<file path="src/hw/rtl/rrwb_pkg.sv">
// Package of the rainfall runoff water balance block: types, constants, table.
// Depends on nothing; used by the multiplier, the divider and the top level.
package rrwb_pkg;

  localparam int unsigned DIVIDEND_W = 52;
  localparam int unsigned DIVISOR_W = 31;
  localparam int unsigned QUOT_W = 20;
  localparam int unsigned MUL_W = 33;
  localparam int unsigned EXP_BITS = 20;

  localparam logic [31:0] IMPERVIOUS_THRESHOLD_DEF = 32'd65536;
  localparam logic [16:0] ONE_Q16 = 17'd65536;
  localparam logic [30:0] CAP_MAX = 31'h7FFF_FFFF;
  localparam logic [19:0] TEN_MM_Q16 = 20'd655360;

  localparam logic [16:0] PF_RST = 17'd65536;
  localparam logic [31:0] ICAP_RST = 32'd65536;
  localparam logic [31:0] ICOEF_RST = 32'd13107200;
  localparam logic [19:0] ISHAPE_RST = 20'd196608;
  localparam logic [31:0] SCAP_RST = 32'd16384000;
  localparam logic [16:0] SUB_RST = 17'd32768;
  localparam logic [16:0] CRAK_RST = 17'd32768;
  localparam logic [16:0] BF_RST = 17'd6554;
  localparam logic [31:0] SOIL_RST = 32'd8192000;

  typedef enum logic [2:0] {
    REG_PERVIOUS_FRACTION = 3'd0,
    REG_INTERCEPTION_CAP  = 3'd1,
    REG_INFILTRATION_COEF = 3'd2,
    REG_INFILTRATION_SHP  = 3'd3,
    REG_SOIL_CAPACITY     = 3'd4,
    REG_INTERFLOW_COEF    = 3'd5,
    REG_RECHARGE_COEF     = 3'd6,
    REG_BASEFLOW_COEF     = 3'd7
  } reg_index_t;

  typedef enum logic [4:0] {
    S_IDLE, S_M1, S_M2, S_M3, S_M4, S_DIV1, S_M5, S_M6, S_EXP, S_EXPW,
    S_M7, S_M8, S_M9, S_M10, S_M11, S_M12, S_M13, S_M14, S_DIV2, S_FIN, S_OUT
  } state_t;

  typedef struct packed {
    logic                  start;
    logic [DIVIDEND_W-1:0] dividend;
    logic [DIVISOR_W-1:0]  divisor;
  } div_req_t;

  typedef struct packed {
    logic              done;
    logic [QUOT_W-1:0] quotient;
  } div_rsp_t;

  localparam logic [31:0] NEG_EXP_TAB [EXP_BITS] = '{
    32'd4294901760, 32'd4294836226, 32'd4294705160, 32'd4294443040, 32'd4293918848,
    32'd4292870656, 32'd4290775039, 32'd4286586875, 32'd4278222805, 32'd4261543595,
    32'd4228380000, 32'd4162825044, 32'd4034748382, 32'd3790295335, 32'd3344923893,
    32'd2605029347, 32'd1580030169, 32'd581260615,  32'd78665070,   32'd1440801
  };

endpackage

</file>
<file path="src/hw/rtl/rrwb_mul.sv">
// Shared registered multiplier of the water balance block.
// Depends on rrwb_pkg for the operand width.
module rrwb_mul (
  input  logic                             clk,
  input  logic [rrwb_pkg::MUL_W-1:0]       a,
  input  logic [rrwb_pkg::MUL_W-1:0]       b,
  output logic [2*rrwb_pkg::MUL_W-1:0]     prod_r
);

  logic [2*rrwb_pkg::MUL_W-1:0] prod_nxt;

  assign prod_nxt = {{rrwb_pkg::MUL_W{1'b0}}, a} * {{rrwb_pkg::MUL_W{1'b0}}, b};

  always_ff @(posedge clk) begin
    prod_r <= prod_nxt;
  end

endmodule

</file>
<file path="config.mk">
export PLATFORM = sky130hd
export DESIGN_NAME = rrwb_mul
export DESIGN_NICKNAME = d
export VERILOG_FILES = /design/src/hw/rtl/rrwb_pkg.sv /design/src/hw/rtl/rrwb_mul.sv
export SDC_FILE = /design/constraint.sdc
export NUM_CORES = 2
export LEC_CHECK = 0
export BUFFER_PORTS_ARGS = -buffer_cell sky130_fd_sc_hd__buf_2
export CAP_MARGIN = 20
export CORE_MARGIN = 1.5
export CORE_UTILIZATION = 58
export DETAILED_ROUTE_END_ITERATION = 7
export PLACE_DENSITY_LB_ADDON = 0.1
export SYNTH_ARGS = -nofsm -noshare
export SYNTH_HDL_FRONTEND = slang
export SYNTH_SLANG_ARGS = --single-unit
</file>
<file path="constraint.sdc">
create_clock -name clk -period 11.85 [get_ports clk]
set_input_delay 2.37 -clock clk [delete_from_list [all_inputs] [get_ports clk]]
set_output_delay 2.37 -clock clk [all_outputs]
set_load 0.01 [all_outputs]
</file>
=== Word-level counts from Yosys, hierarchy flattened ===
Index checks and enable logic that the tools add are counted.

* Output and inout port bits: 66
* Input bits: 67
* Flip-flop bits (word level): 66
* Word-level logic and storage cells: 2

* Multipliers: 1

{| class="wikitable"
|+ Operators with widths
! operator !! number
|-
| $mul A33 B33 Y66 || 1
|}

=== Longest topological paths before layout ===
* Depth in word-level cells: 1
* Depth in mapped cells: 30
* Mapped depth without buffers: 28

=== Least setup slack after synthesis ===
No wires, ideal clock.

* Kind: input to register
* Start: input port a[26] in the netlist's numbering
* End: register prod_r[64] in the netlist's numbering
* Required time: 11778 ps
* Path buffers: 2
* Slack: 2546 ps
* Arrival time: 9233 ps
* Setup time: 72 ps
* Stages on the path: 28
* Cell sequence: clkbuf_1 and2_1 fa_1 inv_1 fa_1 inv_1 fa_1 inv_1 fa_1 inv_1 fa_1 fa_1 fa_1 inv_1 fa_1 inv_1 ha_1 buf_2 nand4_1 or2_0 or3_1 o32a_1 a21oi_2 a21oi_2 o41ai_2 o221ai_2 o21ai_2 xor2_1

* Word-level cells in the longest chain between the ends: 1

{| class="wikitable"
|+ Ends and longest elaborated chain
! what !! line !! text
|-
| start, declared || rrwb_mul.sv:5 || <nowiki>input logic [rrwb_pkg::MUL_W-1:0] a,</nowiki>
|-
| $mul A33 B33 Y66 || rrwb_mul.sv:12 || <nowiki>assign prod_nxt = {{rrwb_pkg::MUL_W{1'b0}}, a} * {{rrwb_pkg::MUL_W{1'b0}}, b};</nowiki>
|-
| net prod_nxt, one bit || rrwb_mul.sv:10 || <nowiki>logic [2*rrwb_pkg::MUL_W-1:0] prod_nxt;</nowiki>
|-
| end signal, assigned || rrwb_mul.sv:15 || <nowiki>prod_r <= prod_nxt;</nowiki>
|-
| end, declared || rrwb_mul.sv:7 || <nowiki>output logic [2*rrwb_pkg::MUL_W-1:0] prod_r</nowiki>
|}

The timed path passes the listed nets, and every way through them passes these cells.

=== Final worst setup path ===
* Start: input port a[18] in the netlist's numbering
* End: register prod_r[63] in the netlist's numbering

The elaborated chain is that of the path after synthesis.

==> key figures <==
Yosys
  • Syn Area/Cell: about 9 µm²
  • Synth top area share: between 50% and 60%
  • Gate Count Post-Synth: ~4000
  • EDFF count, synth: 0
  • Sequential share of the synthesized area: under 10%
  • Asr flop ratio synth: 0%
  • Synth warn: 0
  • Ranking of synthesized cells by area: fa_1 (52%), inv_1 (11%), and2_1 (9.8%)
  • Top FF cell, synth: dfxtp_1
  • Cell Area, Synth: about 0.037 mm²
  • Yosys reg bits: 66
  • Yosys cell types: 58
  • Mapped Nets: between 5000 and 6000
  • Synth area leader: fa_1

GRT
  • Largest net degree at the start of global routing: 34
  • Vias in the first global route: between 20000 and 30000
  • First-pass GRT wire length: approximately 160 mm
  • Total grt overflow: 0
  • Initial antenna violation count: 6
  • GRT Total Usage: approximately 33%

Flow run
  • Max-Cap Viols: 0

Critical path
  • Worst Path Max Fanout: 33
  • CP delay by family, top: adder cells
  • Slowest CP cell: fa_1
  • CP required: 12.07 ns
  • CP max stage delay: about 0.53 ns
  • Bufs and invs on worst path: 9
  • CP Launch Type: primary input
  • CP endpoint kind: flip-flop
  • Critical Path AT: about 10 ns
  • CP Class: in -> reg

Cells and area
  • Commonest non-fill, non-tap cell in the layout: inv_1
  • Share of layout cells above drive strength 1: under 10%
  • Fillers: between 5000 and 6000
  • Final Core Density: a little over 60%
  • Area grow syn2layout: 3.52%
  • Nets@finish: between 5000 and 6000
  • Area of the multi-input gates: about 0.031 mm²
  • Register with the highest flop count: prod_r
  • Register area: about 0.0013 mm²
  • Max FFs per register: 66
  • Commonest non-fill, non-tap cells in the layout: inv_1 (1048), fa_1 (958), and2_1 (574)
  • Biggest regs: prod_r: 66 flops

Timing
  • Final hold violation count: 0
  • Slew Viols, Final: 0
  • Fin worst setup slack: 1.74 ns
  • Least-Margin Pin Slew: 0.924 ns
  • Fin crit share: a little under nine tenths
  • Fin Hold WS: approximately 2.7 ns
  • Fmax: 98.9 MHz
  • Setup TNS: 0 ns
  • Worst slew margin: about two fifths
  • Final setup violating endpoints: 0
  • RSZ-0062 raised after global routing: no
  • Post-layout min period: 10.11 ns

Clock tree
  • CTS tree: built
  • Root buf cell: clkbuf_16
  • Htree depth: 3
  • Hold-fix buffers, CTS: 0
  • CTS clk-pin slew, worst paths: approximately 0.060 ns
  • Resized Gates After CTS: 0
  • Post-CTS Setup Inserts: 0
  • TritonCTS Sinks: 66
  • Num CTS Buffers: 9
  • Clock buffer depth: 2

Placement
  • Gpl congestion: 0.902
  • PortBufs: around 130
  • DP Worst Slack: about 1.4 ns
  • Post-detail-place hpwl: around 80 mm

Run status
  • Status: completed

Hold path
  • Hold path cells: 2
  • Min-delay src: b[0]
  • Worst hold path type: in -> reg
  • WHS Endpoint: prod_r[0]$_DFF_P_

Die
  • CORE AREA: approximately 0.063 mm²
  • Die Ht: about 250 µm
  • Ports: roughly 130
  • Die area: roughly 0.065 mm²
  • Die Wd: between 200 and 300 µm
  • Starting Density: between 50% and 60%
  • Row count: a little over 90

Routing
  • Residual DRC: 0
  • Starting DRT DRC Count: about 1600
  • Antenna Nets Post-Route: 0
  • DRT Pass-1 Iters: 5
  • WL per Instance: approximately 21 µm
  • Routed wire length: around 100 mm
  • Avg Vias per Cell: between 5 and 6
  • DR vias: between 20000 and 30000
cells by family after synthesis:
family                   Yosys count  share of synthesized area, %
AO/OA/AOI/OAI                    208                          3.56
XOR/XNOR                          63                          1.50
adder cells (fa/ha/maj)         1223                          61.2
buffers and inverters           1272                          13.1
flip-flops                        66                          3.59
AND/OR/NAND/NOR                 1245                          17.1
area by class of cell:
| class | count | share of cell area, % |
|---|---|---|
| multi-input cells | 2739 | 80.5 |
| clock buffers | 10 | 0.628 |
| repair buffers | 154 | 2.17 |
| inverters | 1048 | 10.3 |
| flip-flops and latches | 66 | 3.47 |
| diodes | 4 | 0.0263 |
| clock inverters | 6 | 0.112 |
| well taps | 846 | 2.78 |
metal layers:
| metal | global-route usage (%) | share of wire (%) |
|---|---|---|
| met1 | 39.7 | 37 |
| met2 | 57.2 | 51 |
| met3 | 3.88 | 5.4 |
| met4 | 17.9 | 6.2 |
| met5 | 0 | 0.024 |
Yosys cell counts (4+ instances only):
| master | instances |
|---|---|
| and3_1 | 8 |
| a21o_1 | 27 |
| nor3_1 | 10 |
| ha_1 | 265 |
| o21bai_1 | 14 |
| nand3_1 | 13 |
| xor2_1 | 23 |
| dfxtp_1 | 66 |
| inv_1 | 1048 |
| nor2_1 | 29 |
| and2_1 | 574 |
| o21ai_0 | 27 |
| o21ai_1 | 10 |
| nand2_1 | 569 |
| clkbuf_1 | 212 |
| buf_2 | 4 |
| a21oi_1 | 80 |
| fa_1 | 958 |
| o31ai_1 | 5 |
| a31oi_1 | 6 |
| a211oi_1 | 4 |
| nor2b_1 | 11 |
| xnor2_1 | 40 |
| nand4_1 | 19 |
through the flow:
step,std cells,cell area [µm²]
floorplan,4077,36800
global placement,4853,37800
detailed placement,4853,37800
CTS,4869,38000
global route,4872,38100
finish,4873,38100
how the worst max path moves through the flow:
stage	startpoint	end	depth (start not counted)
floorplan	a[26]	prod_r[64]$_DFF_P_	28
global placement	b[9]	prod_r[64]$_DFF_P_	24
detailed placement	a[17]	prod_r[64]$_DFF_P_	24
CTS	a[17]	prod_r[64]$_DFF_P_	24
global route	a[18]	prod_r[61]$_DFF_P_	28
finish	a[18]	prod_r[63]$_DFF_P_	28
Power is left out: the tool's default activity adds up to more than one toggle a clock period on the data nets, which glitch-free logic cannot reach.
