### src/hw/rtl/rrwb_pkg.sv
// Package of the rainfall runoff water balance block: types, constants, table.
// Depends on nothing; used by the multiplier, the divider and the top level.
package rrwb_pkg;

  localparam int unsigned DIVIDEND_W = 52;
  localparam int unsigned DIVISOR_W = 31;
  localparam int unsigned QUOT_W = 20;
  localparam int unsigned MUL_W = 33;
  localparam int unsigned EXP_BITS = 20;

  localparam logic [31:0] IMPERVIOUS_THRESHOLD_DEF = 32'd65536;
  localparam logic [16:0] ONE_Q16 = 17'd65536;
  localparam logic [30:0] CAP_MAX = 31'h7FFF_FFFF;
  localparam logic [19:0] TEN_MM_Q16 = 20'd655360;

  localparam logic [16:0] PF_RST = 17'd65536;
  localparam logic [31:0] ICAP_RST = 32'd65536;
  localparam logic [31:0] ICOEF_RST = 32'd13107200;
  localparam logic [19:0] ISHAPE_RST = 20'd196608;
  localparam logic [31:0] SCAP_RST = 32'd16384000;
  localparam logic [16:0] SUB_RST = 17'd32768;
  localparam logic [16:0] CRAK_RST = 17'd32768;
  localparam logic [16:0] BF_RST = 17'd6554;
  localparam logic [31:0] SOIL_RST = 32'd8192000;

  typedef enum logic [2:0] {
    REG_PERVIOUS_FRACTION = 3'd0,
    REG_INTERCEPTION_CAP  = 3'd1,
    REG_INFILTRATION_COEF = 3'd2,
    REG_INFILTRATION_SHP  = 3'd3,
    REG_SOIL_CAPACITY     = 3'd4,
    REG_INTERFLOW_COEF    = 3'd5,
    REG_RECHARGE_COEF     = 3'd6,
    REG_BASEFLOW_COEF     = 3'd7
  } reg_index_t;

  typedef enum logic [4:0] {
    S_IDLE, S_M1, S_M2, S_M3, S_M4, S_DIV1, S_M5, S_M6, S_EXP, S_EXPW,
    S_M7, S_M8, S_M9, S_M10, S_M11, S_M12, S_M13, S_M14, S_DIV2, S_FIN, S_OUT
  } state_t;

  typedef struct packed {
    logic                  start;
    logic [DIVIDEND_W-1:0] dividend;
    logic [DIVISOR_W-1:0]  divisor;
  } div_req_t;

  typedef struct packed {
    logic              done;
    logic [QUOT_W-1:0] quotient;
  } div_rsp_t;

  localparam logic [31:0] NEG_EXP_TAB [EXP_BITS] = '{
    32'd4294901760, 32'd4294836226, 32'd4294705160, 32'd4294443040, 32'd4293918848,
    32'd4292870656, 32'd4290775039, 32'd4286586875, 32'd4278222805, 32'd4261543595,
    32'd4228380000, 32'd4162825044, 32'd4034748382, 32'd3790295335, 32'd3344923893,
    32'd2605029347, 32'd1580030169, 32'd581260615,  32'd78665070,   32'd1440801
  };

endpackage

### src/hw/rtl/rrwb_div.sv
// Radix-2 restoring divider, one quotient bit per cycle, quotient below 2^20.
// Depends on rrwb_pkg for the request and response types.
module rrwb_div (
  input  logic                clk,
  input  logic                rst_n,
  input  rrwb_pkg::div_req_t  req,
  output rrwb_pkg::div_rsp_t  rsp
);

  localparam int unsigned QW = rrwb_pkg::QUOT_W;
  localparam int unsigned DW = rrwb_pkg::DIVISOR_W;
  localparam int unsigned CW = $clog2(QW);

  logic          busy_r, busy_nxt;
  logic          done_r, done_nxt;
  logic [CW-1:0] cnt_r, cnt_nxt;
  logic [DW-1:0] rem_r, rem_nxt;
  logic [QW-1:0] quo_r, quo_nxt;
  logic [DW-1:0] dvs_r, dvs_nxt;
  logic [DW:0]   trial;
  logic [DW:0]   diff;
  logic          ge;

  assign trial = {rem_r, quo_r[QW-1]};
  assign ge    = trial >= {1'b0, dvs_r};
  assign diff  = trial - {1'b0, dvs_r};

  always_comb begin
    busy_nxt = busy_r;
    done_nxt = 1'b0;
    cnt_nxt  = cnt_r;
    rem_nxt  = rem_r;
    quo_nxt  = quo_r;
    dvs_nxt  = dvs_r;
    if (req.start) begin
      busy_nxt = 1'b1;
      cnt_nxt  = '0;
      rem_nxt  = req.dividend[rrwb_pkg::DIVIDEND_W-2:QW];
      quo_nxt  = req.dividend[QW-1:0];
      dvs_nxt  = req.divisor;
    end else if (busy_r) begin
      rem_nxt = ge ? diff[DW-1:0] : trial[DW-1:0];
      quo_nxt = {quo_r[QW-2:0], ge};
      cnt_nxt = cnt_r + 1'b1;
      if (cnt_r == CW'(QW - 1)) begin
        busy_nxt = 1'b0;
        done_nxt = 1'b1;
      end
    end
  end

  always_ff @(posedge clk) begin
    if (!rst_n) begin
      busy_r <= 1'b0;
      done_r <= 1'b0;
    end else begin
      busy_r <= busy_nxt;
      done_r <= done_nxt;
    end
  end

  always_ff @(posedge clk) begin
    cnt_r <= cnt_nxt;
    rem_r <= rem_nxt;
    quo_r <= quo_nxt;
    dvs_r <= dvs_nxt;
  end

  assign rsp.done     = done_r;
  assign rsp.quotient = quo_r;

endmodule

### config.mk
export PLATFORM = sky130hd
export DESIGN_NAME = rrwb_div
export DESIGN_NICKNAME = d
export VERILOG_FILES = /design/src/hw/rtl/rrwb_pkg.sv /design/src/hw/rtl/rrwb_div.sv
export SDC_FILE = /design/constraint.sdc
export NUM_CORES = 1
export LEC_CHECK = 0
export BUFFER_PORTS_ARGS = -buffer_cell sky130_fd_sc_hd__buf_2
export CAP_MARGIN = 10
export CORE_MARGIN = 10
export CORE_UTILIZATION = 61
export CTS_CLUSTER_SIZE = 28
export DETAILED_ROUTE_END_ITERATION = 12
export PLACE_DENSITY = 0.87
export SLEW_MARGIN = 20
export SYNTH_ARGS = -nofsm -noshare
export SYNTH_HDL_FRONTEND = slang
export SYNTH_SLANG_ARGS = --single-unit
### constraint.sdc
create_clock -name clk -period 5.3 [get_ports clk]
set_input_delay 0.795 -clock clk [delete_from_list [all_inputs] [get_ports clk]]
set_output_delay 0.795 -clock clk [all_outputs]
set_load 0.02 [all_outputs]
Yosys cells after proc, flatten, opt, wreduce, memory -nomap -nowiden. Index checks and enable logic that the tools add are counted.

Flip-flop bits (word level): 89. Input bits: 86. Output and inout port bits: 21. Logic and storage cells: 23.

$add $sub $neg: 2. Order comparisons: 1. Eq/ne operators: 1. Muxes and demuxes: 9. Bitwise gates (word level): 2. Reductions and logical operators: 2.

Operators by type and width (number): $mux W31 (3); $mux W20 (2); $ge A32 B31 Y1 (1); $sub A31 B31 Y31 (1); $add A5 B1 Y5 const B (1); $eq A5 B5 Y1 const B (1); $mux W1 (4); $reduce_or A3 Y1 (1); $not A1 Y1 (2); $reduce_bool A2 Y1 (1).

Longest topological paths before layout.
Depth in word-level cells: 4. Mapped depth: 13. Gate-level depth less buffers: 11.

Worst setup path before layout. No wires, ideal clock.

Kind: register to register. From: register quo_r[19]. To: register rem_r[20], data pin. Library setup time: 268 ps. Arrival time: 2701 ps. Required time: 5032 ps. Slack: 2331 ps. Cell stages (with the launch flop): 14. Buffers on the path: 2. Period minus slack after synthesis: 2969 ps. Cells stage by stage: edfxtp_1 -> inv_1 -> ha_1 -> fa_1 -> nand2b_1 -> a21oi_1 -> o31a_1 -> o211ai_1 -> a31oi_1 -> o21ai_2 -> buf_6 -> buf_4 -> a41oi_1 -> o31ai_1.

Word-level cells in the longest chain between the ends: 4. Elaborated cells on any way between the ends: 5. Those cells by class: 1 x add/sub; 1 x order compare; 3 x mux.

RTL lines: start: declaration (line rrwb_div.sv:18) `logic [QW-1:0] quo_r, quo_nxt;`; start signal: assignment (line rrwb_div.sv:65) `quo_r <= quo_nxt;`; $sub A31 B31 Y31 / $ge A32 B31 Y1 (equally long branches) (line rrwb_div.sv:26, rrwb_div.sv:25); $mux W31 (*) (line rrwb_div.sv:42) `rem_nxt = ge ? diff[DW-1:0] : trial[DW-1:0];`; $mux W31 (*) (line rrwb_div.sv:41) `end else if (busy_r) begin`; $mux W31 (*) (line rrwb_div.sv:35) `if (req.start) begin`; net rem_nxt[20] (line rrwb_div.sv:17) `logic [DW-1:0] rem_r, rem_nxt;`; end signal: assignment (line rrwb_div.sv:64) `rem_r <= rem_nxt;`; end: declaration (line rrwb_div.sv:17).

Mark *: on every way through the listed nets, which the timed path passes. The rest lies on a longest branch. The select of a mux whose other input is x is not followed. A chain may end at the register's enable or synchronous reset.

Final worst setup path.
From: register quo_r[19]. To: register rem_r[27], data pin.

The elaborated chain is that of the path after synthesis.

==> flow_summary.json <==
{
  "post_drt_wl_per_cell_um": 19.65,
  "postCtsHoldBufs": 0,
  "outcome": "completed",
  "finalCriticalPeriod_ns": 3.439,
  "clkTransAtPathRegs_ns": 0.10,
  "slew_headroom_pct": 22.40,
  "grt_use_total_pct": 22.50,
  "start_util_pct": 62.33,
  "grt_setup_unrepaired": "no",
  "setup_violations": 0,
  "areaGrowthSynthToFinish_pct": 12.77,
  "drtPass1Iterations": 5,
  "synth.avg_cell_area_um2": 10.18,
  "skew_ns": 0.01431,
  "cts_tree": "yes",
  "rows": 35,
  "synth-adder-area-share_pct": 7.335,
  "core-area_um2": 9196,
  "ys_ff_latch": 89,
  "fill_cells": 675,
  "dp_slack_ns": 1.906,
  "ys_warn_count": 0,
  "p_per_area_nw_per_um2": 388.8,
  "h-tree-depth": 3,
  "cp_slowest_cell": "a2111oi_0",
  "min_path_cells": 2,
  "muxShareOfSynthArea_pct": 4.628,
  "postCtsSetupBuffers": 0,
  "startpoint_type": "flop",
  "io_buffers": 105,
  "final.setup.tns_ns": 0,
  "async_reset_ff_share_pct": 0,
  "synth_top_family_by_area": "compound AO/OA/AOI/OAI gates",
  "num_vias": 4860,
  "worstPathMaxFanout": 34,
  "grt_max_degree": 63,
  "finalHoldViolations": 0,
  "hp-class": "flop to flop",
  "cts_sinks": 89,
  "place_congestion": 0.8924,
  "grt_pass1_wl_mm": 24.41,
  "overflow": 0,
  "synthSimpleGateAreaFrac_pct": 13.40,
  "drt-vias-per-instance": 6.328,
  "cts_buffers": 9,
  "slew_viol_final": 0,
  "dp_hpwl_mm": 10.80,
  "clk_path_buf_depth": 2,
  "die-area_um2": 13670,
  "synthFlopType": "edfxtp_1",
  "p_leak_nw": 2.747,
  "root_buffer": "clkbuf_8",
  "ant_nets": 0,
  "fp.dieH_um": 116.9,
  "die_w_um": 116.9,
  "syn-num-nets": 682,
  "worst_slack_ns": 1.861,
  "clkLatencyLatePin_ns": 0.38,
  "tightest_slew_ns": 1.164,
  "syn-instance-count": 563,
  "antenna_found_initial": 1,
  "ctsResizeCount": 0,
  "cp_slowest_stage_delay_ns": 0.47,
  "syn_area_um2": 5732,
  "path_class": "flop to flop",
  "yosysUniqueCellTypes": 65,
  "critPathArrivalTime_ns": 3.53,
  "hold_ws_ns": 0.5390,
  "nNetsFinal": 772,
  "crit_chain": "inv_1 > ha_1 > fa_1 > nand2b_1 > a21oi_1 > o31a_1 > o211ai_1 > a31oi_1 > o21ai_2 > buf_4 > a2111oi_0 > a2111oi_1",
  "diodes": 0,
  "seq_area_frac_synth_pct": 45.40,
  "maxCapViolations": 0,
  "grt_pass1_vias": 4936,
  "num_io_pins": 107,
  "ir_worst_vdd_v": 0.0002596,
  "layoutNonFillerInstCount": 768,
  "fin_crit_sh_pct": 64.89,
  "drtIter0Drc": 358,
  "r2r_cells": 12,
  "drcViolationCount": 0,
  "synth-edff-count": 82,
  "drive_gt1_share_pct": 23.59,
  "synthXorXnorAreaFrac_pct": 3.515,
  "finalWirelength_mm": 15.09,
  "end_kind": "flop",
  "cp.required_ns": 5.39,
  "fmax_mhz": 290.8,
  "synth_compound_area_share_pct": 20.59,
  "numPlacedInstances": 753
}
==> placed cells by master, fill, tap and decap left out, types with 6 or more instances in the layout <==
master	n
o31ai_1	6
a31oi_1	23
buf_2	105
nand2_1	22
xnor2_1	14
a21oi_1	34
and4_1	6
nand3_1	26
inv_1	40
edfxtp_1	82
ha_1	32
xor2_1	9
a211oi_1	6
nand4_1	8
a21o_1	18
nor3_1	7
mux2_2	20
and3_1	7
clkbuf_8	9
dfxtp_1	7
nand2b_1	9
nor2_1	45
o21ai_0	32
==> synthesized netlist by cell type, types with 7 or more instances <==
library cell	n	area share, %
edfxtp_1	82	43
nor2_1	45	2.9
inv_1	40	2.6
a21oi_1	34	3.0
ha_1	32	7.0
o21ai_0	32	2.8
nand3_1	26	2.3
a31oi_1	23	2.5
nand2_1	22	1.4
mux2_2	20	3.9
clkbuf_1	19	1.2
a21o_1	18	2.4
xnor2_1	14	2.1
nand2b_1	9	0.98
xor2_1	9	1.4
nand4_1	8	0.87
and3_1	7	0.76
dfxtp_1	7	2.4
nor3_1	7	0.61
==> path summary, 6_finish.rpt <==
check | from | slack (ns) | end
setup / recovery | quo_r[19] | 1.86 | rem_r[27]
hold / removal | cnt_r[4] | 0.54 | cnt_r[4]
setup reg to reg | quo_r[19] | 1.86 | rem_r[27]
hold reg to reg | cnt_r[4] | 0.54 | cnt_r[4]
==> worst max-delay path, delay by kind of cell, from the launching register on <==
family / cells / cell delay (ns)
and+or+nand+nor: 1 / 0.18
DFF: 1 / 0.36
adders and majority gates: 2 / 0.63
AOI/OAI and AO/OA: 7 / 1.63
buffers and inverters: 2 / 0.35
==> power by group <==
part           internal, mW  total (mW)  switching, mW  leakage, nW
clock network         0.171       0.430          0.259       0.0831
logic                 0.457        1.12          0.666         1.79
registers             0.903       0.959         0.0565        0.870
==> registers in the layout (all words and copies together) (netlist names) <==
name    flops
done_r      1
quo_r      20
dvs_r      31
rem_r      31
cnt_r       5
busy_r      1
==> through the flow <==
stage / instance area [um^2] / util, % / power, mW
final: 6464 / 70.29 / 2.513
after global routing: 6464 / 70.29 / 2.672
after CTS: 6464 / 70.29 / 2.502
after detailed placement: 6297 / 68.48 / 2.069
after global placement: 6297 / 68.48 / 2.028
after floorplan: 5732 / - / 1.796
==> cell type report <==
type	instances	area (um^2)	area share [%]
clock buffer	10	127.6	1.974
sequential	89	2603	40.26
tap	111	138.9	2.149
multi-input combinational	402	2839	43.92
inverter	41	153.9	2.381
clock inverter	5	38.79	0.6001
timing repair buffer	110	563.0	8.711
==> per-layer routing <==
layer / vias up / share of wire, % / track usage [%]
li1: 2319 / - / -
met1: 2323 / 41 / 27.79
met2: 200 / 48 / 36.60
met3: 18 / 9.7 / 7.849
met4: 0 / 1.0 / 6.260
met5: - / 0 / 0
==> kinds of logic (layout without fill, tap and decap cells) <==
kind of cell | after synthesis | after routing
AOI/OAI and AO/OA | 171 | 171
xor gates and xnor gates | 23 | 23
adders and majority gates | 33 | 33
buffers and inverters | 72 | 166
DFF | 89 | 89
muxes | 24 | 24
and+or+nand+nor | 151 | 151
Power figures use the tool's default switching activity.
